## src/design/blu2x_pkg.sv

```systemverilog
`default_nettype none
// ----------------------------------------------------------------------------
// blu2x_pkg
// Shared types and constants of the 2x bilinear upscaler.
// ----------------------------------------------------------------------------
package blu2x_pkg;

  localparam int CH_N    = 4;
  localparam int CH_W    = 16;
  localparam int SUM_W   = 18;
  localparam int COORD_W = 13;
  localparam int CFG_W   = 13;
  localparam int CFG_IDX_W = 2;

  localparam logic [CFG_IDX_W-1:0] REG_IMAGE_WIDTH  = 2'd0;
  localparam logic [CFG_IDX_W-1:0] REG_IMAGE_HEIGHT = 2'd1;

  typedef logic [CH_N-1:0][CH_W-1:0] pix_t;

  // One accepted source pixel with its neighborhood and position flags
  typedef struct packed {
    pix_t                cur;
    pix_t                left;
    pix_t                ul;
    logic [COORD_W-1:0]  x_base;
    logic [COORD_W-1:0]  y_base;
    logic                has_left;
    logic                has_up;
    logic                last_col;
    logic                last_row;
  } job_t;

  typedef struct packed {
    logic [COORD_W-1:0]          x;
    logic [COORD_W-1:0]          y;
    logic [CH_N-1:0][SUM_W-1:0]  val;
    logic                        run_last;
  } res_t;

endpackage
`default_nettype wire

```

## src/design/blu2x_front.sv

```systemverilog
`default_nettype none
// ----------------------------------------------------------------------------
// blu2x_front
// Frame position counters, dimension registers and the job register that
// collects the current pixel and its left / upper-left neighbors.
// ----------------------------------------------------------------------------
module blu2x_front #(
  parameter int MAX_WIDTH  = 4096,
  parameter int MAX_HEIGHT = 4096,
  parameter int CW         = 12,
  parameter int RW         = 12
) (
  input  wire logic                               clk,
  input  wire logic                               rst_n,
  input  wire logic                               cfg_we,
  input  wire logic [blu2x_pkg::CFG_IDX_W-1:0]    cfg_index,
  input  wire logic [blu2x_pkg::CFG_W-1:0]        cfg_data,
  input  wire logic                               accept,
  input  wire blu2x_pkg::pix_t                    in_pix,
  input  wire blu2x_pkg::pix_t                    up_pix,
  output logic      [CW-1:0]                      mem_addr,
  output blu2x_pkg::job_t                         job
);
  import blu2x_pkg::*;

  function automatic logic [31:0] dim_m1(input logic [CFG_W-1:0] v,
                                         input int unsigned maxv);
    logic [31:0] d;
    d = 32'(v);
    if (d == 32'd0) d = 32'd1;
    else if (d > maxv) d = maxv;
    return d - 32'd1;
  endfunction

  logic [CW-1:0] w_m1_r, w_m1_nxt;
  logic [RW-1:0] h_m1_r, h_m1_nxt;
  logic [CW-1:0] col_r, col_nxt;
  logic [RW-1:0] row_r, row_nxt;
  job_t          job_r;

  logic          has_left, has_up, last_col, last_row;
  logic [CW:0]   x2;
  logic [RW:0]   y2;

  assign has_left = (col_r != '0);
  assign has_up   = (row_r != '0);
  assign last_col = (col_r == w_m1_r);
  assign last_row = (row_r == h_m1_r);
  assign x2 = {col_r, 1'b0} - (CW+1)'(has_left);
  assign y2 = {row_r, 1'b0} - (RW+1)'(has_up);

  always_comb begin
    w_m1_nxt = w_m1_r;
    h_m1_nxt = h_m1_r;
    col_nxt  = col_r;
    row_nxt  = row_r;
    if (cfg_we) begin
      unique case (cfg_index)
        REG_IMAGE_WIDTH: begin
          w_m1_nxt = CW'(dim_m1(cfg_data, MAX_WIDTH));
          col_nxt  = '0;
          row_nxt  = '0;
        end
        REG_IMAGE_HEIGHT: begin
          h_m1_nxt = RW'(dim_m1(cfg_data, MAX_HEIGHT));
          col_nxt  = '0;
          row_nxt  = '0;
        end
        default: ;
      endcase
    end else if (accept) begin
      if (last_col) begin
        col_nxt = '0;
        row_nxt = last_row ? '0 : row_r + RW'(1);
      end else begin
        col_nxt = col_r + CW'(1);
      end
    end
  end

  always_ff @(posedge clk) begin
    if (!rst_n) begin
      w_m1_r <= CW'(dim_m1(CFG_W'(640), MAX_WIDTH));
      h_m1_r <= RW'(dim_m1(CFG_W'(480), MAX_HEIGHT));
      col_r  <= '0;
      row_r  <= '0;
    end else begin
      w_m1_r <= w_m1_nxt;
      h_m1_r <= h_m1_nxt;
      col_r  <= col_nxt;
      row_r  <= row_nxt;
    end
  end

  // left and upper-left come from the previous transfer
  always_ff @(posedge clk) begin
    if (accept) begin
      job_r.cur      <= in_pix;
      job_r.left     <= job_r.cur;
      job_r.ul       <= up_pix;
      job_r.x_base   <= COORD_W'(x2);
      job_r.y_base   <= COORD_W'(y2);
      job_r.has_left <= has_left;
      job_r.has_up   <= has_up;
      job_r.last_col <= last_col;
      job_r.last_row <= last_row;
    end
  end

  assign mem_addr = col_r;
  assign job      = job_r;

endmodule
`default_nettype wire

```

## config.mk

```make
export PLATFORM = sky130hd
export DESIGN_NAME = blu2x_front
export DESIGN_NICKNAME = d
export VERILOG_FILES = /design/src/design/blu2x_pkg.sv /design/src/design/blu2x_front.sv
export SDC_FILE = /design/constraint.sdc
export NUM_CORES = 1
export LEC_CHECK = 0
export BUFFER_PORTS_ARGS = -buffer_cell sky130_fd_sc_hd__buf_2
export CELL_PAD_IN_SITES_DETAIL_PLACEMENT = 0
export CELL_PAD_IN_SITES_GLOBAL_PLACEMENT = 1
export CORE_MARGIN = 8
export CORE_UTILIZATION = 39
export DETAILED_ROUTE_END_ITERATION = 16
export HOLD_SLACK_MARGIN = 0.1
export MAX_ROUTING_LAYER = met4
export PLACE_DENSITY = 0.79
export SYNTH_ARGS = -nofsm -noshare
export SYNTH_HDL_FRONTEND = slang
export SYNTH_SLANG_ARGS = --single-unit
export TNS_END_PERCENT = 5
```

## constraint.sdc

```tcl
create_clock -name clk -period 3.6 [get_ports clk]
set_clock_uncertainty 0.15 [all_clocks]
set_input_delay 0.72 -clock clk [delete_from_list [all_inputs] [get_ports clk]]
set_output_delay 0.72 -clock clk [all_outputs]
set_load 0.05 [all_outputs]
```

==> reports/metrics.yaml <==
status: "finished clean"
yosys.cell_types.count: 47
slew_headroom: 0.343
dp_hpwl_mm: 22.6
cp_cell_sequence: "inv_1 > ha_1 > nand2b_1 > nor4_1 > nand3_1 > ha_1 > nor3b_1 > nand2_1 > nor2_1 > nand3_1 > xnor2_1"
final_layout_size_suffix_gt1_frac: 0.423
hold_violations: 0
core_sq_um: 24900
grt_max_degree: 100
post-cts-setup-buffer-count: 0
wl_met1_mm: 11.6
power.density_nw_per_um2: 596
wl_met2_mm: 14.7
cts_sinks: 268
min_path_type: "input pin to flip-flop"
wl_mm: 29.1
grt_pass1_wl_mm: 42.3
wl_met3_mm: 2.37
cts_buffers: 28
critPathLaunchType: "flip-flop"
first_iter_violations: 549
portBuffers: 380
synthCells: 619
tightestPinTransition_ns: 0.986
htreeDepth: 1
cts_tree: "yes"
nets: 1155
synthTopCellsByArea: "edfxtp_1 68%, dfxtp_1 9.9%, xnor2_1 4.0%"
critPathMaxFanout: 6
syn-cell-area_sq_um: 9750
fin_tns_setup_ns: 0
cts.hold.buffers_added: 0
areaGrowthSynthToFinish_pct: 31.6
viasPerCell: 4.84
start_util: 0.392
antenna_found_initial: 3
highest_layer: "met4"
drc_errors: 0
root_buffer: "clkbuf_16"
fin_crit_ns: 2.81
yosysTopAreaCell: "edfxtp_1"
cpPeakStageDelay_ns: 0.51
synth_most_common_cell: "edfxtp_1"
syn_nets: 773
layout_setup_ws_ns: 0.792
postCtsResizedCells: 0
clock.fmax_mhz: 356
rsz0062_at_grt: "no"
synth_top_area_frac: 0.678
worstPathArrival_ns: 2.93
die_h_microns: 174
ys_ff_latch: 268
vdd_drop_max_mv: 0.340
place_ws_ns: 0.313
clock_latency_ns: 0.53
drv_slew: 0
drt_pass1_iterations: 5
grt_pass1_vias: 6458
grtUsageTotal: 0.188
cp-end-kind: "flip-flop"
pin_count: 381
overflow: 0
antenna_left: 0
ys_async_sr_fraction: 0
synth-edff-count: 220
yosys_most_used_dff: "edfxtp_1"
final.period_utilization: 0.780
routedWlPerCell_microns: 21.5
fillers: 2148
synth.avg_cell_area_sq_um: 15.8
cp.required_ns: 3.72
r2r_slack_ns: 0.79
p_leak_nw: 5.24
cp_slowest_cell: "nor4_1"
yosys_warnings: 0
num_rows: 58
ys_seq_area_frac: 0.776
path_class: "flip-flop to flip-flop"
placed_cell_area_sq_um: 11900
setup_viol: 0
die-area_sq_um: 30300
clockBufferDepth: 3
gp_congestion: 0.858
die_w_microns: 174
path_clk_slew_ns: 0.06
synthTopCellsByCount: "220 x edfxtp_1, 48 x dfxtp_1, 45 x xnor2_1"
fin_area_sq_um: 12800
max-cap-violations: 0
vias: 6544
[registers in the layout, summed over array words and instances (netlist names)]
name / count
h_m1_r: 12
job: 220
mem_addr: 12
row_r: 12
w_m1_r: 12
[worst max-delay path: cells and delay by family (launching register included)]
family        cells  cell delay [ns]
simple gates      7             1.37
buf+inv           1             0.12
flops             1             0.39
fa+ha+maj         2             0.46
xor+xnor          1             0.06
[final cells by class]
cell class | instances | area [sq um] | area share
Antenna cell | 3 | 7.51 | 0.000585
Tap cell | 330 | 413 | 0.0322
Clock buffer | 31 | 712 | 0.0555
Inverter | 16 | 60.1 | 0.00468
Clock inverter | 17 | 170 | 0.0133
Multi-Input combinational cell | 302 | 1940 | 0.151
Sequential cell | 268 | 7570 | 0.590
Timing Repair Buffer | 385 | 1960 | 0.153
[report_power, final]
group / internal, mW / switching, mW
Combinational: 0.240 / 0.954
Clock: 1.63 / 1.15
Sequential: 3.59 / 0.0784
[cells in the final DEF, fill, tap and decap left out, drive strengths merged, types with 3 or more instances in the layout]
cell	netlist	routed
a21oi	18	18
nand4	11	11
inv	16	17
xor2	10	10
and3	3	3
o211ai	14	14
o21ai	19	19
diode	0	3
dfxtp	48	48
clkbuf	16	32
o31ai	9	9
clkinv	0	13
nand2b	5	5
nor2	38	38
o2111ai	3	3
a31oi	5	5
nor4	4	4
xnor2	46	46
nor3	14	14
or4	10	10
nand3	13	13
bufinv	0	3
buf	17	384
nor2b	4	4
ha	7	7
nor3b	3	3
or3	6	6
o41ai	3	3
edfxtp	220	220
nand2	36	36
[worst paths after layout]
kind / start / to / cells after the start
worst min register to register: job[206]$_DFFE_PP_ / job[142]$_DFFE_PP_ / 0
worst max-delay path: row_r[0]$_SDFFE_PN0P_ / job[16]$_DFFE_PP_ / 11
worst min-delay path: in_pix[45] / job[203]$_DFFE_PP_ / 1
worst max register to register: row_r[0]$_SDFFE_PN0P_ / job[16]$_DFFE_PP_ / 11
[routing by layer]
layer  GRT usage  vias to the layer above
met5           -                        -
met3      0.0542                       30
met2       0.316                      258
met1       0.219                     3171
li1            -                     3085
met4      0.0488                        0
[metrics by stage]
stage / total power [mW] / hold slack [ns] / instances / utilization
final: 7.64 / 0.207 / 1352 / 0.515
after floorplan: 4.53 / 0.306 / 619 / -
after detailed placement: 4.94 / 0.279 / 1301 / 0.480
after CTS: 7.71 / 0.178 / 1349 / 0.515
after global routing: 7.88 / 0.177 / 1352 / 0.515
after global placement: 4.92 / 0.274 / 1301 / 0.480
[cells by family (layout without fill, tap and decap cells)]
group	count (synthesis)	count (layout)	synth area share
flops	268	268	0.776
simple gates	154	154	0.0793
compound gates	82	82	0.0563
xor+xnor	56	56	0.0511
buf+inv	49	449	0.0248
fa+ha+maj	7	7	0.00898
mux	3	3	0.00334
other cells	0	3	0
No activity file was read; power rests on OpenSTA's default activity.
