**src/design/blu2x_pkg.sv**
```systemverilog
`default_nettype none
// ----------------------------------------------------------------------------
// blu2x_pkg
// Shared types and constants of the 2x bilinear upscaler.
// ----------------------------------------------------------------------------
package blu2x_pkg;

  localparam int CH_N    = 4;
  localparam int CH_W    = 16;
  localparam int SUM_W   = 18;
  localparam int COORD_W = 13;
  localparam int CFG_W   = 13;
  localparam int CFG_IDX_W = 2;

  localparam logic [CFG_IDX_W-1:0] REG_IMAGE_WIDTH  = 2'd0;
  localparam logic [CFG_IDX_W-1:0] REG_IMAGE_HEIGHT = 2'd1;

  typedef logic [CH_N-1:0][CH_W-1:0] pix_t;

  // One accepted source pixel with its neighborhood and position flags
  typedef struct packed {
    pix_t                cur;
    pix_t                left;
    pix_t                ul;
    logic [COORD_W-1:0]  x_base;
    logic [COORD_W-1:0]  y_base;
    logic                has_left;
    logic                has_up;
    logic                last_col;
    logic                last_row;
  } job_t;

  typedef struct packed {
    logic [COORD_W-1:0]          x;
    logic [COORD_W-1:0]          y;
    logic [CH_N-1:0][SUM_W-1:0]  val;
    logic                        run_last;
  } res_t;

endpackage
`default_nettype wire

```
**src/design/blu2x_emit.sv**
```systemverilog
`default_nettype none
// ----------------------------------------------------------------------------
// blu2x_emit
// Walks the output grid of one job row by row, forms the weighted sums
// and holds the result in the output register.
// ----------------------------------------------------------------------------
module blu2x_emit (
  input  wire logic              clk,
  input  wire logic              rst_n,
  input  wire logic              load,
  input  wire blu2x_pkg::job_t   job,
  input  wire blu2x_pkg::pix_t   up_pix,
  output logic                   job_ready,
  output logic                   out_valid,
  input  wire logic              out_ready,
  output blu2x_pkg::res_t        res
);
  import blu2x_pkg::*;

  logic       busy_r, busy_nxt;
  logic [1:0] ix_r, ix_nxt;
  logic [1:0] iy_r, iy_nxt;
  logic       out_valid_r, out_valid_nxt;
  res_t       res_r;

  logic       out_free, step, last_x, last_y, fin;
  logic       left_sel, prev_sel;
  logic [CH_N-1:0][CH_W:0]    hc, hu, top;
  logic [CH_N-1:0][SUM_W-1:0] sum;

  assign out_free  = !out_valid_r || out_ready;
  assign step      = busy_r && out_free;
  assign last_x    = (ix_r == {1'b0, job.has_left} + {1'b0, job.last_col});
  assign last_y    = (iy_r == {1'b0, job.has_up} + {1'b0, job.last_row});
  assign fin       = step && last_x && last_y;
  assign job_ready = !busy_r || fin;
  assign left_sel  = job.has_left && (ix_r == 2'd0);
  assign prev_sel  = job.has_up && (iy_r == 2'd0);

  always_comb begin
    for (int ch = 0; ch < CH_N; ch++) begin
      hc[ch]  = left_sel ? ({1'b0, job.cur[ch]} + {1'b0, job.left[ch]})
                         : {job.cur[ch], 1'b0};
      hu[ch]  = left_sel ? ({1'b0, up_pix[ch]} + {1'b0, job.ul[ch]})
                         : {up_pix[ch], 1'b0};
      top[ch] = prev_sel ? hu[ch] : hc[ch];
      sum[ch] = SUM_W'(hc[ch]) + SUM_W'(top[ch]);
    end
  end

  always_comb begin
    busy_nxt      = busy_r;
    ix_nxt        = ix_r;
    iy_nxt        = iy_r;
    out_valid_nxt = out_valid_r;
    if (out_ready) out_valid_nxt = 1'b0;
    if (step) begin
      out_valid_nxt = 1'b1;
      if (last_x) begin
        ix_nxt = 2'd0;
        iy_nxt = iy_r + 2'd1;
      end else begin
        ix_nxt = ix_r + 2'd1;
      end
      if (fin) busy_nxt = 1'b0;
    end
    if (load) begin
      busy_nxt = 1'b1;
      ix_nxt   = 2'd0;
      iy_nxt   = 2'd0;
    end
  end

  always_ff @(posedge clk) begin
    if (!rst_n) begin
      busy_r      <= 1'b0;
      ix_r        <= 2'd0;
      iy_r        <= 2'd0;
      out_valid_r <= 1'b0;
    end else begin
      busy_r      <= busy_nxt;
      ix_r        <= ix_nxt;
      iy_r        <= iy_nxt;
      out_valid_r <= out_valid_nxt;
    end
  end

  always_ff @(posedge clk) begin
    if (step) begin
      res_r.x        <= job.x_base + COORD_W'(ix_r);
      res_r.y        <= job.y_base + COORD_W'(iy_r);
      res_r.val      <= sum;
      res_r.run_last <= last_x && last_y;
    end
  end

  assign out_valid = out_valid_r;
  assign res       = res_r;

endmodule
`default_nettype wire

```
**config.mk**
```make
export PLATFORM = sky130hd
export DESIGN_NAME = blu2x_emit
export DESIGN_NICKNAME = d
export VERILOG_FILES = /design/src/design/blu2x_pkg.sv /design/src/design/blu2x_emit.sv
export SDC_FILE = /design/constraint.sdc
export NUM_CORES = 1
export LEC_CHECK = 0
export BUFFER_PORTS_ARGS = -buffer_cell sky130_fd_sc_hd__buf_4
export CORE_MARGIN = 3
export CORE_UTILIZATION = 35
export CTS_CLUSTER_DIAMETER = 50
export DETAILED_ROUTE_END_ITERATION = 6
export PLACE_DENSITY = 0.66
export SLEW_MARGIN = 10
export SYNTH_ARGS = -nofsm -noshare
export SYNTH_HDL_FRONTEND = slang
export SYNTH_SLANG_ARGS = --single-unit
```
**constraint.sdc**
```tcl
create_clock -name clk -period 10.5 [get_ports clk]
set_input_delay 2.1 -clock clk [delete_from_list [all_inputs] [get_ports clk]]
set_output_delay 2.1 -clock clk [all_outputs]
set_load 0.005 [all_outputs]
```
==> results of run 1 <==
cells in the mapped netlist (5+ instances only):
master / n / share of area
nand2_1: 234 / 0.062
ha_1: 204 / 0.18
a21oi_1: 139 / 0.049
o21ai_0: 121 / 0.043
nor2_1: 116 / 0.031
xnor2_1: 115 / 0.071
edfxtp_1: 99 / 0.21
inv_1: 98 / 0.026
nor3_1: 52 / 0.018
o21a_1: 50 / 0.026
xor2_1: 44 / 0.027
a21o_1: 41 / 0.022
clkbuf_1: 37 / 0.0098
nand3_1: 34 / 0.012
o211ai_1: 28 / 0.015
nand2b_1: 24 / 0.011
nor2b_1: 24 / 0.011
a211oi_1: 21 / 0.011
o21bai_1: 18 / 0.0095
and3_1: 16 / 0.0070
or3_1: 16 / 0.0070
a31oi_1: 15 / 0.0066
fa_1: 14 / 0.020
o21ai_1: 12 / 0.0042
a21boi_0: 9 / 0.0047
buf_1: 9 / 0.0024
nand4_1: 9 / 0.0040
mux4_2: 7 / 0.011
o221ai_1: 7 / 0.0043
a41oi_1: 6 / 0.0037
dfxtp_1: 6 / 0.0084
nand3b_1: 6 / 0.0032
o311ai_0: 6 / 0.0037
a211o_1: 5 / 0.0031
and2_1: 5 / 0.0022
mux2_2: 5 / 0.0040
o2111ai_1: 5 / 0.0031
o21ai_2: 5 / 0.0031
o31ai_1: 5 / 0.0026
cells by family (layout without fill, tap and decap cells):
logic type	Yosys count	after routing	share of synthesized area
other cells	0	2	0
fa+ha+maj	218	218	0.199
buf+inv	145	511	0.0383
simple gates	555	555	0.177
flops	105	105	0.217
compound gates	547	547	0.253
mux	15	15	0.0171
xor+xnor	159	159	0.0979
layer usage:
metal	wire (µm)	track usage
met5	20	0
met4	917	0.0560
met3	2490	0.0254
met2	23400	0.381
met1	20900	0.269
path summary, 6_finish.rpt:
check	to	cells past startpoint
setup reg to reg	res[18]	18
hold / removal	out_valid	2
setup / recovery	res[18]	17
hold reg to reg	out_valid	2
sequential cells by signal, summed over array words and instances (netlist names):
name,count
res,99
ix_r,2
iy_r,2
busy_r,1
out_valid,1
cell type report:
| cell class | count | area (µm²) |
|---|---|---|
| Antenna cell | 2 | 5.00 |
| Clock buffer | 9 | 225 |
| Clock inverter | 7 | 52.6 |
| Fill cell | 3972 | 21900 |
| Inverter | 98 | 370 |
| Multi-Input combinational cell | 1494 | 10600 |
| Sequential cell | 105 | 3090 |
| Tap cell | 525 | 657 |
| Timing Repair Buffer | 397 | 2980 |
critical path, cell delays in order:
cell	delay [ns]
buf_4	0.16
nand2_4	0.51
buf_4	0.60
nand2_1	0.09
o21ai_0	0.13
inv_1	0.12
o21ai_0	0.26
ha_1	0.28
a21o_1	0.15
a21oi_1	0.22
nor2b_1	0.08
o21a_1	0.18
o21ai_0	0.26
a21oi_1	0.14
a41o_1	0.28
o41ai_2	0.30
o21ai_0	0.14
power groups by stage:
stage	Combinational, mW	Clock [mW]	Sequential (mW)
floorplan	0.836	0	0.614
global placement	1.24	0	0.615
detailed placement	1.26	0	0.612
CTS	1.27	0.358	0.606
global route	1.41	0.372	0.611
finish	1.27	0.346	0.605
==> impl_metrics.ini, run 1 <==
[clock_tree]
cts_resized = 0
cts_hold_buffers = 0
clk_latency_ns = 0.37
cts_tree = yes
cts_sinks = 105
cts_made_buffers = 9
root_buffer = clkbuf_16
cts.path.max_buffers = 2
cts_setup_buffers = 0
cts_htree_levels = 3
cts.clk_slew.worst_paths_ns = 0.08

[drt]
wirelength_um = 47700
avgViaCountPerCell = 5.42
avgRoutedWirePerCell_um = 18.1
drc = 0
num_vias = 14300
ant_nets = 0
drtIter0Drc = 849
first_pass_iters = 5

[global_routing]
grt_pass1_vias = 14200
grt_pass1_wl_um = 74800
track_usage = 0.212
grt-ovfl-total = 0
antenna_found_initial = 4
grt_max_degree = 68

[sta]
whs_ns = 0.485
drv_slew = 0
worstMarginPinSlew_ns = 0.825
relSlewSlack = 0.450
rsz0062_at_grt = false
min_period_over_period = 0.565
finalWorstSetupSlack_ns = 4.57
fin_setup_tns_ns = 0
setup_viol = 0
hold_viol_final = 0
fmax_mhz = 169
period_needed_ns = 5.93
fin_skew_ns = 0.00773

[placed_design]
port_buffers = 390
detailed_place_hpwl_um = 38800
gp_congestion = 0.909
dp.cells = 2619
dp_slack_ns = 4.16
placed_cell_area_mm2 = 0.0177

[synth]
synthArstFlopShare = 0
synth_edf_count = 99
synth_area_mm2 = 0.0142
ys_ff_latch = 105
synth.net_count = 2252
avgSynthCellArea_um2 = 8.16
seq_area_frac_synth = 0.217
syn_inst = 1744
ys_types = 77
ys.flop_type = edfxtp_1
yosysWarningCount = 0

[worst_hold_path]
min_path_type = reg2reg
min_from = busy_r

[floorplanning]
fp.dieArea_mm2 = 0.0431
die_w_um = 208
core_mm2 = 0.0399
initial_core_util = 0.357
rows = 73
die_y_um = 208
ios = 391

[power]
combPwrFrac = 0.571
leakagePower_nw = 8.07
total_power_mw = 2.22
vdd_drop_max_mv = 0.0686
p_switching_uw = 882
clkPwrFrac = 0.156
seqPwrFrac = 0.273
p_int_mw = 1.33
power_density_mw_per_mm2 = 123
switching_share = 0.398

[final_layout]
layout.cells.most_common_list = buf_4, nand2_1, ha_1
syn_to_final_growth_pct = 26.4
final_common_cell = buf_4
instances_no_fill = 2637
utilization = 0.451
fin_area_mm2 = 0.0180
nNetsFinal = 2613
layout-drive-gt1-share = 0.217

[critical_path]
critPathArrivalTime_ns = 6.04
critical_path.max_fanout = 59
crit_type = in2reg
r2r_start = ix_r[0]
end_kind = flip-flop
r2r_setup_slack_ns = 5.60
required_ns = 10.61
cp-start-kind = input pin
cp-startpoint = job[3]

[status]
run_status = completed

[flow_run]
max_cap_viol_count = 0
Power figures use the tool's default switching activity.
==> run 2, diff against run 1 <==
--- a/config.mk
+++ b/config.mk
@@ -5,12 +5,13 @@
 export SDC_FILE = /design/constraint.sdc
 export NUM_CORES = 1
 export LEC_CHECK = 0
+export ABC_AREA = 1
 export BUFFER_PORTS_ARGS = -buffer_cell sky130_fd_sc_hd__buf_4
 export CORE_MARGIN = 3
 export CORE_UTILIZATION = 35
 export CTS_CLUSTER_DIAMETER = 50
 export DETAILED_ROUTE_END_ITERATION = 6
-export PLACE_DENSITY = 0.66
+export PLACE_DENSITY = 0.67
 export SLEW_MARGIN = 10
 export SYNTH_ARGS = -nofsm -noshare
 export SYNTH_HDL_FRONTEND = slang
==> constraint.sdc (replaced) <==
create_clock -name clk -period 5 [get_ports clk]
set_input_delay 1 -clock clk [delete_from_list [all_inputs] [get_ports clk]]
set_output_delay 1 -clock clk [all_outputs]
set_load 0.005 [all_outputs]
==> run 2 against run 1 <==
Combinational power increased by 140%. Highest routed layer unchanged. Design area increased by 16%. Register-to-register slack got worse by 4.2 ns. Largest power group unchanged.
==> impl_metrics.ini, run 2 <==
[floorplanning]
fp.dieArea_mm2 = 0.0506
die_y_um = 225
ios = 391
rows = 79
initial_core_util = 0.357
core_mm2 = 0.0470
die_w_um = 225

[power]
switching_share = 0.445
p_switching_mw = 2.29
power_density_mw_per_mm2 = 248
clkPwrFrac = 0.149
vdd_drop_max_mv = 0.180
seqPwrFrac = 0.248
leakagePower_nw = 11.4
combPwrFrac = 0.604
p_int_mw = 2.86

[clock_tree]
root_buffer = clkbuf_16
cts_resized = 0
cts_setup_buffers = 0
cts.path.max_buffers = 2
cts_hold_buffers = 0
cts_tree = yes
cts_htree_levels = 3
cts.clk_slew.worst_paths_ns = 0.08
clk_latency_ns = 0.39
cts_made_buffers = 9
cts_sinks = 105

[synth]
yosysWarningCount = 0
synth_top_area_frac = 0.203
synth_top_family_by_area = simple AND/OR/NAND/NOR gates
synth_xor_area_frac = 0.0652
yosys.area_share.simple = 0.337
synth_edf_count = 99
ys_ff_latch = 105
ys.flop_type = edfxtp_1
synth_adder_area_share = 0.169
synth_area_leader_cell = nand2_1
synth.top_cells.by_count = nand2_1, inv_1, ha_1, a21oi_1, nor2_1
ys_types = 48
syn_inst = 2711
seq_area_frac_synth = 0.184
netlist_top_cells_area = nand2_1, edfxtp_1, ha_1
synthArstFlopShare = 0
synth.net_count = 3219
synth_area_mm2 = 0.0168
synth.most_common_cell = nand2_1
avgSynthCellArea_um2 = 6.19
synth.area.mux_share = 0
synth_compound_area_frac = 0.128

[sta]
rsz0062_at_grt = false
period_needed_ns = 3.82
worstMarginPinSlew_ns = 0.785
drv_slew = 0
fmax_mhz = 262
relSlewSlack = 0.476
fin_setup_tns_ns = 0
min_period_over_period = 0.764
setup_viol = 0
hold_viol_final = 0
fin_skew_ns = 0.0141

[global_routing]
grt_pass1_wl_um = 86200
antenna_found_initial = 8
grt_max_degree = 56
grt_pass1_vias = 16900
track_usage = 0.212
grt-ovfl-total = 0

[final_layout]
layout-drive-gt1-share = 0.153
layout.cells.most_common_list = nand2_1, inv_1, buf_4
filler_cell_count = 5075
syn_to_final_growth_pct = 23.9
largest_reg_flops = 99
final_common_cell = nand2_1
nNetsFinal = 3598
instances_no_fill = 3705

[drt]
ant_nets = 0
drtIter0Drc = 1069
drc = 0
avgViaCountPerCell = 4.86
first_pass_iters = 7
avgRoutedWirePerCell_um = 14.9
wirelength_um = 55200
num_vias = 18000

[critical_path]
required_ns = 5.15
cp-start-kind = input pin
crit_type = in2reg
critical_path.max_fanout = 4
critPathArrivalTime_ns = 3.97
end_kind = flip-flop

[worst_hold_path]
min_path_type = reg2reg

[status]
run_status = completed

[placed_design]
detailed_place_hpwl_um = 47100
gp_congestion = 0.963
port_buffers = 390
dp.cells = 3686

[flow_run]
max_cap_viol_count = 0
run 2: power groups by stage:
stage	registers, mW	logic, mW	clock network [mW]
after floorplan	1.31	2.06	0
after global placement	1.30	3.08	0
after global routing	1.29	3.50	0.827
after detailed placement	1.30	3.09	0
after CTS	1.28	3.10	0.798
final	1.28	3.11	0.765
run 2: cell type report:
| class | instances | area, µm² | area share |
|---|---|---|---|
| sequential | 105 | 3090 | 0.149 |
| multi-input combinational | 2095 | 11800 | 0.565 |
| tap | 607 | 759 | 0.0365 |
| antenna | 3 | 7.51 | 0.000361 |
| clock inverter | 7 | 85.1 | 0.00409 |
| inverter | 468 | 1760 | 0.0848 |
| clock buffer | 9 | 225 | 0.0108 |
| timing repair buffer | 411 | 3110 | 0.150 |
run 2: critical path, cell delays in order:
cell	delay, ns
buf_4	0.11
ha_1	0.22
inv_1	0.08
fa_1	0.44
o21ai_0	0.44
inv_1	0.14
o21ai_1	0.19
inv_1	0.08
fa_1	0.44
o21ai_2	0.24
a21oi_4	0.10
o21ai_2	0.19
nand3_1	0.14
nand3_1	0.10
nand2_1	0.05
run 2: routing by layer:
metal  track usage  part of all wire  wire length [µm]  vias up
met5             0            0.0010                57        -
met1         0.273              0.45             24600     7988
met4        0.0416             0.014               749       12
met3        0.0488             0.074              4060       45
met2         0.365              0.47             25700      492
li1              -                 -                 -     9465
run 2: path summary, 6_finish.rpt:
kind | start | endpoint | slack [ns] | depth (start not counted)
worst min-delay path | out_valid | out_valid | 0.51 | 2
worst min register to register | out_valid | out_valid | 0.51 | 2
worst max register to register | iy_r[1] | res[53] | 1.38 | 14
worst max-delay path | job[126] | res[53] | 1.18 | 15
run 2: kinds of logic (layout without fill, tap and decap cells):
group | count (synthesis) | count (layout)
AOI/OAI and AO/OA | 373 | 373
xor gates and xnor gates | 125 | 125
adders and majority gates | 218 | 218
buffers and inverters | 511 | 895
DFF | 105 | 105
other | 0 | 3
and+or+nand+nor | 1379 | 1379
run 2: stage by stage:
step	hold WS, ns	total power [mW]	cell area (µm²)	worst slack (ns)	utilization
final	0.505	5.15	20800	1.18	0.443
after global routing	0.534	5.62	20800	0.903	0.443
after CTS	0.500	5.18	20800	1.15	0.443
after detailed placement	0.488	4.39	20500	0.712	0.436
after global placement	0.491	4.37	20500	0.814	0.436
after floorplan	0.470	3.36	16800	1.40	-
